`config.mk`:
```
export PLATFORM = sky130hd
export DESIGN_NAME = rc_pulse_click_classifier_unit
export DESIGN_NICKNAME = d
export VERILOG_FILES = /design/src/hw/rtl/rcpc_pkg.sv /design/src/hw/rtl/rc_pulse_click_classifier_unit.sv
export SDC_FILE = /design/constraint.sdc
export NUM_CORES = 1
export LEC_CHECK = 0
export BUFFER_PORTS_ARGS = -buffer_cell sky130_fd_sc_hd__buf_2
export CORE_AREA = 2 2 170 338
export CTS_BUF_LIST = sky130_fd_sc_hd__clkbuf_8
export CTS_CLUSTER_SIZE = 14
export DETAILED_ROUTE_END_ITERATION = 12
export DIE_AREA = 0 0 172 340
export GPL_TIMING_DRIVEN = 0
export HOLD_SLACK_MARGIN = 0.02
export SYNTH_ARGS = -nofsm -noshare
export SYNTH_HDL_FRONTEND = slang
export SYNTH_SLANG_ARGS = --single-unit
export TNS_END_PERCENT = 5
```
`constraint.sdc`:
```
create_clock -name clock -period 12.6 [get_ports clock]
set_input_delay 2.52 -clock clock [delete_from_list [all_inputs] [get_ports clock]]
set_output_delay 2.52 -clock clock [all_outputs]
set_load 0.02 [all_outputs]
```
`src/hw/rtl/rcpc_pkg.sv`:
```
package rcpc_pkg;

   // pulse-to-level mapping: 1000..2000 us onto 0..255, truncating
   localparam int unsigned MAP_IN_LOW   = 1000;
   localparam int unsigned MAP_IN_SPAN  = 1000;
   localparam int unsigned MAP_OUT_MAX  = 255;
   // smallest offset above MAP_IN_LOW whose scaled value clamps to MAP_OUT_MAX
   localparam int unsigned MAP_SAT_OFS  = 1004;
   // offset bits that matter below saturation, and width of the scaled product
   localparam int unsigned OFS_BITS     = 10;
   localparam int unsigned PROD_BITS    = 18;

   localparam int unsigned CSR_DATA_BITS = 16;
   localparam int unsigned CSR_IDX_BITS  = 3;

   typedef enum logic [CSR_IDX_BITS-1:0] {
      CSR_VALID_LOW   = 3'd0,
      CSR_VALID_HIGH  = 3'd1,
      CSR_PRESS_LEVEL = 3'd2,
      CSR_LONG_PRESS  = 3'd3,
      CSR_DOUBLE_CLK  = 3'd4
   } csr_index_type;

   typedef enum logic [1:0] {
      KIND_CLICK      = 2'd0,
      KIND_DOUBLE     = 2'd1,
      KIND_LONG       = 2'd2,
      KIND_CLICK_LONG = 2'd3
   } click_kind_type;

   localparam logic [1:0] TALLY_ONE = 2'd1;
   localparam logic [1:0] TALLY_MAX = 2'd3;

endpackage

```
`src/hw/rtl/rc_pulse_click_classifier_unit.sv`:
```
// rc pulse click classifier
//
// req channel: one beat per rc frame, carrying the measured pulse width (us)
// and a free-running millisecond timestamp. rsp channel: exactly one beat per
// req beat, in order, carrying signal_valid, event_valid and click_kind.
// csr port: plain write (csr_wr_en, csr_index, csr_wdata), no wait state;
// it is to be written only while the block is idle; the block does not enforce this.
//
// a req beat accepted at one clock edge goes input register -> classification
// logic -> result register, and the result register drives rsp.
// throughput: one beat per cycle unless rsp stalls; the gesture state (press
// edges, tally, timestamps) is updated as an item moves from the input register
// into the result register, so back-to-back beats see each other's effects in order.
//
// a stalled rsp keeps the result register; the input register still takes one
// more beat, and req_ready drops only when both registers are full and
// rsp_ready is low.
//
// reset: synchronous, active high; clears both registers' valid flags, the
// gesture state, and loads the csr defaults (900, 2100, 127, 1000, 300).
module rc_pulse_click_classifier_unit
   import rcpc_pkg::*;
#(
   parameter int unsigned TIME_BITS  = 32,
   parameter int unsigned PULSE_BITS = 16
) (
   input  logic                     clock,
   input  logic                     reset,
   // request channel
   input  logic                     req_valid,
   output logic                     req_ready,
   input  logic [PULSE_BITS-1:0]    req_pulse_width_us,
   input  logic [TIME_BITS-1:0]     req_now_ms,
   // response channel
   output logic                     rsp_valid,
   input  logic                     rsp_ready,
   output logic                     rsp_signal_valid,
   output logic                     rsp_event_valid,
   output logic [1:0]               rsp_click_kind,
   // configuration writes
   input  logic                     csr_wr_en,
   input  logic [CSR_IDX_BITS-1:0]  csr_index,
   input  logic [CSR_DATA_BITS-1:0] csr_wdata
);

   localparam int unsigned CMP_BITS = (PULSE_BITS > CSR_DATA_BITS) ? PULSE_BITS : CSR_DATA_BITS;

   // configuration registers
   logic [15:0] valid_low_ff, valid_high_ff, long_press_ff, double_clk_ff;
   logic [7:0]  press_level_ff;

   always_ff @(posedge clock) begin
      if (reset) begin
         valid_low_ff   <= 16'd900;
         valid_high_ff  <= 16'd2100;
         press_level_ff <= 8'd127;
         long_press_ff  <= 16'd1000;
         double_clk_ff  <= 16'd300;
      end else if (csr_wr_en) begin
         unique case (csr_index)
            CSR_VALID_LOW:   valid_low_ff   <= csr_wdata;
            CSR_VALID_HIGH:  valid_high_ff  <= csr_wdata;
            CSR_PRESS_LEVEL: press_level_ff <= csr_wdata[7:0];
            CSR_LONG_PRESS:  long_press_ff  <= csr_wdata;
            CSR_DOUBLE_CLK:  double_clk_ff  <= csr_wdata;
            default: ;
         endcase
      end
   end

   // input register
   logic                  in_valid_ff;
   logic [PULSE_BITS-1:0] in_width_ff;
   logic [TIME_BITS-1:0]  in_now_ff;
   logic                  out_valid_ff;
   logic                  advance;

   // item moves on whenever the result register is free or being drained
   assign advance   = in_valid_ff && (!out_valid_ff || rsp_ready);
   assign req_ready = !in_valid_ff || advance;

   always_ff @(posedge clock) begin
      if (reset) begin
         in_valid_ff <= 1'b0;
      end else if (req_ready) begin
         in_valid_ff <= req_valid;
      end
   end

   always_ff @(posedge clock) begin
      if (req_valid && req_ready) begin
         in_width_ff <= req_pulse_width_us;
         in_now_ff   <= req_now_ms;
      end
   end

   // window check
   logic win_ok;
   assign win_ok = (CMP_BITS'(in_width_ff) >= CMP_BITS'(valid_low_ff)) &&
                   (CMP_BITS'(in_width_ff) <= CMP_BITS'(valid_high_ff));

   // press decision without a divider:
   // floor(ofs*255/1000) > level  <=>  ofs*255 >= (level+1)*1000
   // offsets of MAP_SAT_OFS and more clamp to 255
   logic [PULSE_BITS-1:0] ofs;
   logic                  above_low, saturated, pressed;
   logic [PROD_BITS-1:0]  scaled, thresh;

   assign above_low = in_width_ff >= PULSE_BITS'(MAP_IN_LOW);
   assign ofs       = in_width_ff - PULSE_BITS'(MAP_IN_LOW);
   assign saturated = ofs >= PULSE_BITS'(MAP_SAT_OFS);
   assign scaled    = PROD_BITS'(ofs[OFS_BITS-1:0]) * PROD_BITS'(MAP_OUT_MAX);
   assign thresh    = PROD_BITS'({1'b0, press_level_ff} + 9'd1) * PROD_BITS'(MAP_IN_SPAN);
   assign pressed   = above_low && (press_level_ff != 8'(MAP_OUT_MAX)) &&
                      (saturated || (scaled >= thresh));

   // gesture state
   logic                 is_down_ff, is_down_in;
   logic                 long_seen_ff, long_seen_in;
   logic [1:0]           tally_ff, tally_in;
   logic [TIME_BITS-1:0] down_stamp_ff, down_stamp_in;
   logic [TIME_BITS-1:0] up_stamp_ff, up_stamp_in;
   logic                 armed_ff, armed_in;

   logic                 fire;
   logic [TIME_BITS-1:0] held_time, idle_time;
   click_kind_type       kind;

   always_comb begin
      is_down_in    = is_down_ff;
      long_seen_in  = long_seen_ff;
      tally_in      = tally_ff;
      down_stamp_in = down_stamp_ff;
      up_stamp_in   = up_stamp_ff;
      armed_in      = armed_ff;
      held_time     = in_now_ff - down_stamp_ff;
      fire          = 1'b0;
      kind          = KIND_CLICK;

      // press / release edges
      if (pressed && !is_down_ff) begin
         is_down_in    = 1'b1;
         down_stamp_in = in_now_ff;
         if (tally_ff != TALLY_MAX) begin
            tally_in = tally_ff + 2'd1;
         end
      end else if (!pressed && is_down_ff) begin
         is_down_in  = 1'b0;
         up_stamp_in = in_now_ff;
         if (held_time >= TIME_BITS'(long_press_ff)) begin
            long_seen_in = 1'b1;
         end
         if (tally_ff == TALLY_ONE) begin
            armed_in = 1'b1;
         end
      end

      // single click waits out the double-click window, others end on release
      idle_time = in_now_ff - up_stamp_in;
      fire = !is_down_in &&
             ((tally_in == TALLY_ONE && armed_in &&
               idle_time > TIME_BITS'(double_clk_ff)) ||
              tally_in > TALLY_ONE);

      priority if (long_seen_in && tally_in == TALLY_ONE) begin
         kind = KIND_LONG;
      end else if (long_seen_in && tally_in > TALLY_ONE) begin
         kind = KIND_CLICK_LONG;
      end else if (tally_in > TALLY_ONE) begin
         kind = KIND_DOUBLE;
      end else if (long_seen_in) begin
         kind = KIND_LONG;
      end else begin
         kind = KIND_CLICK;
      end

      if (fire) begin
         armed_in     = 1'b0;
         tally_in     = 2'd0;
         long_seen_in = 1'b0;
      end
   end

   // invalid pulses leave the state untouched
   always_ff @(posedge clock) begin
      if (reset) begin
         is_down_ff    <= 1'b0;
         long_seen_ff  <= 1'b0;
         tally_ff      <= 2'd0;
         down_stamp_ff <= '0;
         up_stamp_ff   <= '0;
         armed_ff      <= 1'b0;
      end else if (advance && win_ok) begin
         is_down_ff    <= is_down_in;
         long_seen_ff  <= long_seen_in;
         tally_ff      <= tally_in;
         down_stamp_ff <= down_stamp_in;
         up_stamp_ff   <= up_stamp_in;
         armed_ff      <= armed_in;
      end
   end

   // result register
   logic       sig_valid_ff, evt_valid_ff;
   logic [1:0] kind_ff;

   always_ff @(posedge clock) begin
      if (reset) begin
         out_valid_ff <= 1'b0;
      end else if (advance) begin
         out_valid_ff <= 1'b1;
      end else if (rsp_ready) begin
         out_valid_ff <= 1'b0;
      end
   end

   always_ff @(posedge clock) begin
      if (advance) begin
         sig_valid_ff <= win_ok;
         evt_valid_ff <= win_ok && fire;
         kind_ff      <= (win_ok && fire) ? kind : KIND_CLICK;
      end
   end

   assign rsp_valid        = out_valid_ff;
   assign rsp_signal_valid = sig_valid_ff;
   assign rsp_event_valid  = evt_valid_ff;
   assign rsp_click_kind   = kind_ff;

endmodule

```
Word level (Yosys, flattened, before mapping):

Cells that the tools add are included.

* bits in registers: 195
* bits in latches: 0
* memory bits (writable): 0
* memory bits (read-only): 0
* output and inout port bits: 6
* word-level logic and storage cells: 96
* memories: 0

* add/subtract/negate cells: 5
* multipliers: 2
* divide/modulo/power cells: 0
* order comparisons: 8
* equal/unequal tests: 8
* shift operators: 0
* mux-type cells: 21
* bitwise logic cells: 1
* reductions and logical operators: 32

Operators with widths (number)
* two-way mux 32 bit: 2
* subtractor 32 bit: 2
* greater-or-equal comparator 16 x 10 -> 1 bit, second input constant: 2
* greater-or-equal comparator 32 x 16 -> 1 bit: 1
* > comparator 32 x 16 -> 1 bit: 1
* greater-or-equal comparator 18 bit: 1
* multiplier 10 x 8 -> 18 bit, second input constant: 1
* greater-or-equal comparator 16 bit: 1
* less-or-equal comparator 16 bit: 1
* subtractor 16 x 10 -> 16 bit, second input constant: 1
* multiplier 9 x 7 -> 15 bit, second input constant: 1
* logical AND 1 bit: 14
* two-way mux 2 bit: 7
* two-way mux 1 bit: 12
* AND reduction 2 bit: 6
* adder 8 x 1 -> 9 bit, second input constant: 1
* inequality test 8 bit, second input constant: 1
* equality test 3 x 2 -> 1 bit, second input constant: 2
* zero test 1 bit: 5
* equality test 2 x 1 -> 1 bit, second input constant: 2
* logical OR 1 bit: 4
* equality test 3 x 1 -> 1 bit, second input constant: 1
* equality test 3 bit, second input constant: 1
* zero test 3 bit: 1
* 6 further kinds: 6

Longest topological paths before layout:

* depth in word-level cells: 17
* mapped depth: 63
* depth with buffers taken out: 60

Worst setup path after synthesis:

Ideal clock, no wire load.

* path type: register -> register
* start: register in_width_ff[3]
* end: register kind_ff[1], in the netlist rsp_click_kind[1] (data pin)
* setup time: 254 ps
* arrival: 12166 ps
* required time: 12346 ps
* setup slack: 180 ps
* cell stages (with the launch flop): 60
* cell sequence: edfxtp_1 -> inv_1 -> ha_1 -> xnor2_1 -> ha_1 -> xnor2_1 -> fa_1 -> inv_1 -> fa_1 -> inv_1 -> fa_1 -> inv_1 -> ha_1 -> a21oi_1 -> o21bai_1 -> a21oi_1 -> o21bai_1 -> a21oi_1 -> [... 24 more ...] -> buf_6 -> nand3_1 -> o21ai_0 -> a31oi_1 -> xnor2_1 -> ha_1 -> a21oi_1 -> a21boi_0 -> o31a_1 -> or4_1 -> a311oi_1 -> o311ai_1 -> a2111oi_4 -> nand4_1 -> nor4b_2 -> nand4_1 -> o211a_1 -> o21a_1

* longest elaborated chain between the ends: 15

RTL lines
* start: declaration: RTL line rc_pulse_click_classifier_unit.sv:73 `logic [PULSE_BITS-1:0] in_width_ff;`
* start signal: assignment: RTL line rc_pulse_click_classifier_unit.sv:92 `in_width_ff <= req_pulse_width_us;`
* subtractor 16 x 10 -> 16 bit: RTL line rc_pulse_click_classifier_unit.sv:110 `assign ofs = in_width_ff - PULSE_BITS'(MAP_IN_LOW);`
* multiplier 10 x 8 -> 18 bit: RTL line rc_pulse_click_classifier_unit.sv:112 `assign scaled = PROD_BITS'(ofs[OFS_BITS-1:0]) * PROD_BITS'(MAP_OUT_MAX);`
* greater-or-equal comparator 18 bit: RTL line rc_pulse_click_classifier_unit.sv:115 `(saturated || (scaled >= thresh));`
* logical OR 1 bit: RTL line rc_pulse_click_classifier_unit.sv:115
* logical AND 1 bit (*): RTL line rc_pulse_click_classifier_unit.sv:114 `assign pressed = above_low && (press_level_ff != 8'(MAP_OUT_MAX)) &&`
* zero test 1 bit: RTL line rc_pulse_click_classifier_unit.sv:147 `end else if (!pressed && is_down_ff) begin`
* logical AND 1 bit: RTL line rc_pulse_click_classifier_unit.sv:147
* two-way mux 32 bit: RTL line rc_pulse_click_classifier_unit.sv:147
* two-way mux 32 bit (*): RTL line rc_pulse_click_classifier_unit.sv:141 `if (pressed && !is_down_ff) begin`
* net up_stamp_in[0]: RTL line rc_pulse_click_classifier_unit.sv:122 `logic [TIME_BITS-1:0] up_stamp_ff, up_stamp_in;`
* subtractor 32 bit (*): RTL line rc_pulse_click_classifier_unit.sv:159 `idle_time = in_now_ff - up_stamp_in;`
* > comparator 32 x 16 -> 1 bit (*): RTL line rc_pulse_click_classifier_unit.sv:162 `idle_time > TIME_BITS'(double_clk_ff)) ||`
* logical AND 1 bit (*): RTL line rc_pulse_click_classifier_unit.sv:161 `((tally_in == TALLY_ONE && armed_in &&`
* logical OR 1 bit (*): RTL line rc_pulse_click_classifier_unit.sv:162
* logical AND 1 bit (*): RTL line rc_pulse_click_classifier_unit.sv:160 `fire = !is_down_in &&`
* logical AND 1 bit (*): RTL line rc_pulse_click_classifier_unit.sv:221 `kind_ff <= (win_ok && fire) ? kind : KIND_CLICK;`
* end signal: assignment: RTL line rc_pulse_click_classifier_unit.sv:221
* end: declaration: RTL line rc_pulse_click_classifier_unit.sv:205 `logic [1:0] kind_ff;`

The timed path passes the listed nets; every way through them passes the cells marked *.
A chain may end at the register's enable or synchronous reset.

Worst setup path after layout:

Ends and elaborated chain as after synthesis.

==> impl_metrics.csv <==
group,metric,value,unit
critical_path,r2r_cells,61,
place,place.port_buffers,76,
timing,finalCriticalPeriod,12550,ps
synth,synth_seq_cells,195,
route,finalWirelength,53100,um
global_routing,grt_use_total,0.184,
timing,setup_viol,0,
power_and_ir_drop,vdd_drop_max,0.138,mV
synth,synthArstFlopShare,0,
route,wl_per_cell,18.7,um
die,start_util,0.295,
status,outcome,"finished clean",
finish,final_cell_mix,"inv_1, ha_1, nand2_1, dfxtp_1, nor2_1",
clock_network,cts_buffer_depth,2,
place,dp_hpwl,42900,um
timing,setup_ws,49.4,ps
route,remaining_drc_errors,0,
route,ant_nets,0,
critical_path,timing.rr.end,"rsp_click_kind[1]",
critical_path,r2r-start,"in_width_ff[3]",
finish,final_util,0.346,
die,die-area,0.0585,mm2
route,viasPerCell,5.02,
finish,drive_above_1_share,0.142,
power_and_ir_drop,p_leak,0.00812,uW
timing,fin_worst_skew,23.1,ps
global_routing,grt_antenna_before_repair,1,
clock_network,cts_tree,"yes",
clock_network,cts_buffers,17,
synth,synth_seq_area_share,0.267,
global_routing,grt_remaining_overflow,0,
synth,synth_cell_types,90,
place,place_inst,2745,
global_routing,grt_pass1_vias,14900,
place,detailedPlace.worstSlack,-2630,ps
timing,max_freq,79.7,MHz
place,place_congestion,0.925,
critical_path,r2r_setup_slack,50,ps
power_and_ir_drop,power_density,169,mW/mm2
timing,relSlewSlack,0.352,
synth,synth_cells,1917,
synth,synth_edf_count,52,
timing,grt_setup_unrepaired,"yes",
critical_path,endpoint_kind,"register",
global_routing,grt_pass1_wl,80800,um
route,vias,14200,
finish,final_nets,2423,
clock_network,htree_levels,4,
critical_path,cp_max_fo,6,
finish,area_growth,17.1,%
global_routing,grt_max_degree,30,
synth,synthTopCellsByArea,"dfxtp_1, ha_1, edfxtp_1, fa_1, inv_1",
synth,synth_top_cell_by_area,"dfxtp_1",
finish,fin_cells,2837,
finish,final_common_cell,"inv_1",
clock_network,clock_latency,550,ps
clock_network,clock-sinks,195,
synth,synth_area,0.0165,mm2
synth,avgSynthCellArea,8.63,um2
hold_path,min_path_cells,2,
timing,timing.final.crit_share,0.996,
critical_path,cp-start-kind,"register",
critical_path,arrival,12840,ps
timing,setup_tns,0,ps
clock_network,clk_pin_slew,110,ps
die,die_h,340,um
critical_path,critPathMaxStageDelay,570,ps
hold_path,min_from,"valid_high_ff[13]",
critical_path,critical_path_required,12890,ps
timing,slew_violations,0,
synth,yosysWarnings,0,
timing,hold_violations,0,
hold_path,hp-class,"reg2reg",
clock_network,root_buffer,"clkbuf_8",
critical_path,crit_type,"reg2reg",
die,coreArea,0.0560,mm2
die,io_pins,78,
die,die_w,172,um
route,drt_first_pass_iters,6,
synth,synth_top_cell_area_share,0.173,
timing,tightest_slew,959,ps
power_and_ir_drop,fin_total_pwr,3280,uW
critical_path,crit_slowest_cell,"fa_1",
route,drtIter0Drc,583,
synth,synth-main-ff-cell,"dfxtp_1",
flow_run,maxCapViolations,0,
hold_path,whs_endpoint,"valid_high_ff[13]",
synth,syn_nets,2267,
die,num_rows,123,
-- sequential cells by signal (all words and copies together) (netlist names) --
signal            flops
long_seen_ff          1
in_width_ff          16
rsp_event_valid       1
in_now_ff            32
armed_ff              1
rsp_signal_valid      1
rsp_valid             1
up_stamp_ff          32
double_clk_ff        16
is_down_ff            1
press_level_ff        8
rsp_click_kind        2
valid_high_ff        16
long_press_ff        16
in_valid_ff           1
valid_low_ff         16
down_stamp_ff        32
tally_ff              2
-- worst max path at each step --
stage / start / to / slack, ps / cells past startpoint
final: in_width_ff[3] / rsp_click_kind[1] / 50 / 61
after global routing: in_width_ff[3] / rsp_click_kind[1] / -420 / 59
after CTS: in_width_ff[3] / rsp_click_kind[1] / 6 / 62
after detailed placement: in_width_ff[3] / rsp_click_kind[1] / -2630 / 60
after global placement: in_width_ff[3] / rsp_click_kind[1] / -2550 / 60
after floorplan: in_width_ff[3] / rsp_click_kind[1] / 180 / 59
-- cell type report --
type                            count  area, um2
Tap cell                          750        938
Fill cell                        5844      36600
Timing Repair Buffer              141        908
Buffer                             58        278
Clock buffer                       19        262
Inverter                          247        940
Clock inverter                     13        135
Multi-Input combinational cell   1413      11500
Antenna cell                        1       2.50
Sequential cell                   195       4430
-- cells in the mapped netlist (all sizes together), types with 24 or more instances --
cell	number
inv	246
dfxtp	143
a211oi	34
nor2	138
edfxtp	52
o211ai	30
nand3	37
nand4	24
fa	53
xor2	36
mux2i	76
a21o	58
o21ai	67
clkbuf	46
ha	225
xnor2	59
a21oi	146
nand2	184
-- cells by family after synthesis --
kind of cell               Yosys count  synth area share
and+or+nand+nor                    504             0.143
adders and majority gates          279             0.235
xor gates and xnor gates            95            0.0503
DFF                                195             0.267
muxes                               76            0.0460
AOI/OAI and AO/OA                  459             0.187
buffers and inverters              309            0.0721
-- critical path: cells and delay by family, from the launching register on --
family | cells | cell delay [ps]
AOI/OAI and AO/OA | 27 | 5000
buffers and inverters | 10 | 1000
DFF | 1 | 480
adders and majority gates | 8 | 3060
and+or+nand+nor | 13 | 2350
xor gates and xnor gates | 3 | 390
-- stage by stage --
step,instance area (um2),hold slack [ps]
floorplan,16500,436
global placement,17900,443
detailed placement,17900,450
CTS,19000,467
global route,19400,480
finish,19400,464
-- power breakdown --
group / switching, uW / internal [uW]
clock: 268 / 158
combinational: 1200 / 959
sequential: 27.6 / 666
-- repair_timing --
item / CTS / global route
setup buffers: 42 / 22
pin swaps: 50 / 56
hold buffers: 0 / 0
setup endpoints to repair: 5 / 5
gates cloned: 0 / 0
gates resized for setup: 77 / 44
-- per-layer routing --
layer / GRT usage / wire length, um / part of all wire
met5: 0 / 0 / 0
met4: 0.134 / 4270 / 0.080
met3: 0.0229 / 1560 / 0.029
met2: 0.362 / 29300 / 0.55
met1: 0.166 / 17900 / 0.34
Power figures use the tool's default switching activity.
